==> src/design/ert_pkg.sv <==
// ----------------------------------------------------------------------------
// ert_pkg
// Shared types, codes and defaults of the epoch reclamation tracker.
// ----------------------------------------------------------------------------
`default_nettype none

package ert_pkg;

    // Default table sizes.
    localparam int CPU_SLOTS_DEF    = 16;
    localparam int THREAD_SLOTS_DEF = 32;
    localparam int FREE_DEPTH_DEF   = 32;

    // Field widths.
    localparam int EPOCH_W  = 63;
    localparam int HANDLE_W = 32;
    localparam int KEY_W    = 64;
    localparam int SAFE_W   = 64;

    typedef logic [EPOCH_W-1:0]  epoch_t;
    typedef logic [HANDLE_W-1:0] handle_t;

    localparam epoch_t EPOCH_MAX = '1;

    // Input item kinds.
    localparam logic [2:0] KIND_ENTER   = 3'd0;
    localparam logic [2:0] KIND_EXIT    = 3'd1;
    localparam logic [2:0] KIND_FREE    = 3'd2;
    localparam logic [2:0] KIND_FLUSH   = 3'd3;
    localparam logic [2:0] KIND_REFRESH = 3'd4;
    localparam logic [2:0] KIND_DRAIN   = 3'd5;

    // Result status codes.
    localparam logic [1:0] ST_OK        = 2'd0;
    localparam logic [1:0] ST_CPU_RANGE = 2'd1;
    localparam logic [1:0] ST_THR_FULL  = 2'd2;
    localparam logic [1:0] ST_FIFO_FULL = 2'd3;

    // Configuration register indexes.
    localparam logic [1:0] CFG_PERCPU    = 2'd0;
    localparam logic [1:0] CFG_CPU_COUNT = 2'd1;

    // Occupancy flags of the free queue.
    typedef struct packed {
        logic empty;
        logic full;
    } ert_fifo_stat_t;

endpackage

`default_nettype wire

==> src/design/ert_free_fifo.sv <==
// ----------------------------------------------------------------------------
// ert_free_fifo
// Queue of freed handles with their stamp epochs, kept in a synchronous
// memory. The head entry is read every cycle through a register.
// ----------------------------------------------------------------------------
`default_nettype none

module ert_free_fifo
    import ert_pkg::*;
#(
    parameter int DEPTH = FREE_DEPTH_DEF
) (
    input  wire logic           aclk,
    input  wire logic           aresetn,
    input  wire logic           push,
    input  wire handle_t        push_handle,
    input  wire epoch_t         push_epoch,
    input  wire logic           pop,
    output ert_fifo_stat_t      stat,
    output handle_t             head_handle,
    output epoch_t              head_epoch
);

    localparam int FW = $clog2(DEPTH);
    localparam int CW = $clog2(DEPTH + 1);
    localparam int SW = CW + 1;

    logic [FW-1:0] head_reg;
    logic [CW-1:0] count_reg;
    logic [SW-1:0] tail_sum;
    logic [SW-1:0] tail_wrap;
    logic [FW-1:0] tail_idx;
    logic [FW-1:0] head_inc;

    handle_t hmem [DEPTH];
    epoch_t  emem [DEPTH];
    handle_t head_h_reg;
    epoch_t  head_e_reg;

    // Tail position wraps once, since head plus count stays below twice the depth.
    assign tail_sum  = SW'(head_reg) + SW'(count_reg);
    assign tail_wrap = (tail_sum >= SW'(DEPTH)) ? tail_sum - SW'(DEPTH) : tail_sum;
    assign tail_idx  = tail_wrap[FW-1:0];
    assign head_inc  = (head_reg == FW'(DEPTH - 1)) ? '0 : head_reg + 1'b1;

    assign stat.empty  = (count_reg == '0);
    assign stat.full   = (count_reg == CW'(DEPTH));
    assign head_handle = head_h_reg;
    assign head_epoch  = head_e_reg;

    // Pointer and count.
    always_ff @(posedge aclk) begin
        if (!aresetn) begin
            head_reg  <= '0;
            count_reg <= '0;
        end else begin
            if (pop) begin
                head_reg  <= head_inc;
                count_reg <= count_reg - 1'b1;
            end else if (push) begin
                count_reg <= count_reg + 1'b1;
            end
        end
    end

    // Storage with a registered read of the head entry.
    always_ff @(posedge aclk) begin
        if (push) begin
            hmem[tail_idx] <= push_handle;
            emem[tail_idx] <= push_epoch;
        end
        head_h_reg <= hmem[head_reg];
        head_e_reg <= emem[head_reg];
    end

    a_push_room: assert property (@(posedge aclk) disable iff (!aresetn)
        push |-> !stat.full) else $error("push into a full free queue");
    a_pop_data: assert property (@(posedge aclk) disable iff (!aresetn)
        pop |-> !stat.empty && !push) else $error("bad pop of the free queue");
    a_count_cap: assert property (@(posedge aclk) disable iff (!aresetn)
        count_reg <= CW'(DEPTH)) else $error("free queue count past depth");

endmodule

`default_nettype wire

==> config.mk <==
export PLATFORM = sky130hd
export DESIGN_NAME = ert_free_fifo
export DESIGN_NICKNAME = d
export VERILOG_FILES = /design/src/design/ert_pkg.sv /design/src/design/ert_free_fifo.sv
export SDC_FILE = /design/constraint.sdc
export NUM_CORES = 2
export LEC_CHECK = 0
export BUFFER_PORTS_ARGS = -buffer_cell sky130_fd_sc_hd__buf_2
export CAP_MARGIN = 0
export CORE_MARGIN = 2
export CORE_UTILIZATION = 29
export CTS_CLUSTER_SIZE = 8
export DETAILED_ROUTE_END_ITERATION = 10
export PLACE_DENSITY = 0.52
export SYNTH_ARGS = -nofsm -noshare
export SYNTH_HDL_FRONTEND = slang
export SYNTH_SLANG_ARGS = --single-unit
export TNS_END_PERCENT = 1
==> constraint.sdc <==
create_clock -name aclk -period 9.1 [get_ports aclk]
set_clock_uncertainty 0.1 [all_clocks]
set_input_delay 0.455 -clock aclk [delete_from_list [all_inputs] [get_ports aclk]]
set_output_delay 0.455 -clock aclk [all_outputs]
set_load 0.01 [all_outputs]
==> results.toml <==
[status]
status = "finished, final reports clean"

[layout]
drive_above_1_share = 0.2484
fillers = 37880
area_delta_synth_final_pct = 18.23
largest_reg_flops = 2016
fin_nets = 5920
regMostFlops = "emem"
final_util = 0.3440

[setup_path]
critPathSlowestCell = "nor2_4"
critPathLaunchType = "register"
r2r_slack_ns = 4.17
crit_chain = "ha_1 -> fa_1 -> a21o_1 -> a21oi_1 -> xor2_1 -> nand3_1 -> nor2_4 -> buf_4 -> buf_4"
path_buf_inv = 2
crit_top_cell = "buf_4"
worstSetupEndpointType = "register"
worst-setup-path-type = "reg -> reg"
required_ns = 9.57
path_max_fanout = 32
worstPathArrival_ns = 5.40
crit_family = "buffers and inverters"
slowest_delay_ns = 0.74

[placed_design]
gp_congestion = 0.7355
port_buffers = 195
dp.final_hpwl_um = 168600
place_ws_ns = 4.059

[die]
fp.dieH_um = 642.1
io_pins = 196
fp.dieW_um = 642.1
initial_core_util = 0.2909
core_mm2 = 0.4058
dieArea_mm2 = 0.4122
rows = 234

[global_route]
grt_pass1_wl_um = 468500
antenna_found_initial = 50
grt_usage = 0.1582
grt_pass1_vias = 59670
overflow = 0
grt_start_max_net_pins = 108

[drt]
viasPerCell = 4.955
num_vias = 57430
drt-pass1-iter-count = 5
drt_iter0_drc = 5854
ant_nets = 0
drc = 0
avgRoutedWirePerCell_um = 28.78
drt-total-wl_um = 333600

[synthesis]
ys_ff_latch = 3146
synth_edf_count = 3040
syn_area_mm2 = 0.1181
synth_flop_cell = "edfxtp_1"
avgSynthCellArea_um2 = 22.59
synth_top_area_frac = 0.7732
synthMuxAreaShare = 0.1581
synthTopCellsByCount = "edfxtp_1 (3040), mux4_2 (636), mux2i_1 (386)"
synth-adder-area-share = 0.001399
synth-seq-area-share = 0.7912
synth_most_common_cell = "edfxtp_1"
yosysTopAreaCell = "edfxtp_1"
ys_top_cells_by_area = "edfxtp_1 (77%), mux4_2 (12%), mux2i_1 (3.3%), dfxtp_1 (1.8%), o22ai_1 (0.85%)"
synth_compound_area_frac = 0.02538
async_flop_share = 0
syn-num-nets = 5337
synth_xor_area_frac = 0.0006676
synth_top_family_by_area = "multiplexers"
syn_inst = 5226
synth_simple_gate_area_frac = 0.009877
ys_types = 41
yosysWarnings = 0

[clock_network]
ctsLongestPathBuffers = 4
cts_root_buf = "clkbuf_16"
clk_pin_slew_ns = 0.06
cts.repair.resized = 0
cts_tree = "built"
clock_latency_ns = 0.98
clkSinkCount = 3146
cts_buffers = 432
cts.htree.levels = 5

[worst_hold_path]
hold_path_class = "in -> reg"

[timing]
min_period_ns = 4.930
fin_crit_sh = 0.5418
fin_ws_ns = 4.170
fmax_mhz = 202.8
finalSetupViolations = 0
setup_tns_ns = 0
drv_slew = 0
tightest_slew_ns = 1.233
hold_viol = 0
max_slew_margin = 0.1769
rsz0062_at_grt = "no"

[pwr]
ir_worst_vdd_uv = 167.2
power_density_mw_per_mm2 = 239.7
power_leakage_nw = 42.32

[job]
drv_cap = 0
==> final timing paths <==
kind	from	to	cells past startpoint
setup / recovery	head_reg[0]	hmem[16][10]	9
hold / removal	aresetn	count_reg[3]	3
hold reg to reg	count_reg[2]	count_reg[2]	2
setup reg to reg	head_reg[0]	hmem[16][10]	9
==> area by class of cell <==
type,count,area (µm²),share of cell area
antenna,14,35.03,0.0002510
inverter,5,21.27,0.0001524
clock inverter,30,706.9,0.005064
timing repair buffer,435,3186,0.02282
clock buffer,743,12000,0.08596
tap,5428,6792,0.04866
multi-input combinational,1789,23420,0.1678
sequential,3146,93430,0.6693
==> metal layers <==
metal / track usage / part of all wire / vias to the layer above
li1: - / - / 23470
met1: 0.2131 / 0.43 / 31560
met2: 0.2687 / 0.50 / 1870
met3: 0.02324 / 0.054 / 515
met4: 0.03885 / 0.024 / 14
met5: 0 / 0.00029 / -
==> tightest hold or removal path: stages <==
cell and delay, ns:
dlygate4sd3_1 0.58, buf_2 0.19, and2_1 0.13
==> kinds of logic (layout without fill, tap and decap cells) <==
kind of cell    after synthesis  after routing
simple gates                288            288
flops                      3146           3146
compound gates              416            416
mux                        1064           1064
buf+inv                     291           1213
fa+ha+maj                    12             12
other cells                   0             14
xor+xnor                      9              9
==> where the power goes <==
part,internal [mW],switching (mW),leakage [nW]
sequential,16.4,0.146,28.3
clock,8.90,6.12,5.99
combinational,0.701,1.23,8.05
total,26.0,7.49,42.3
==> cells in the final DEF, fill, tap and decap left out, drive strengths merged <==
master and count:
edfxtp 3040, clkbuf 743, mux4 636, mux2i 386, buf 337, nor2 190, o22ai 161, dfxtp 106
a2111oi 99, dlygate4sd3 98, a211oi 64, nand2 61, mux2 42, a221oi 28, clkinv 27, a21oi 22
a22oi 15, diode 14, a31oi 14, nand3 12, ha 10, inv 8, xnor2 6, nor3 6
o21ai 5, nor2b 5, a21o 4, and3 3, xor2 3, and2 3, nor3b 3, nand3b 2
o21a 2, fa 2, a311oi 1, or3b 1, or4 1, nor4b 1, o31ai 1
==> repair_timing <==
action | CTS | global route
hold endpoints to repair | 3051 | 0
buffers inserted | 0 | 0
hold buffers | 98 | 0
==> metrics by stage <==
stage                     hold slack, ns  power (mW)  area (µm²)  std cells
after floorplan                   0.4049       17.85      118100       5226
after global placement            0.4547       18.70      125900      10710
after detailed placement          0.4476       18.73      125900      10710
after CTS                         0.3402       33.84      139600      11580
after global routing              0.3807       34.53      139600      11580
final                             0.3654       33.45      139600      11590
(Power assumes the default switching activity.)
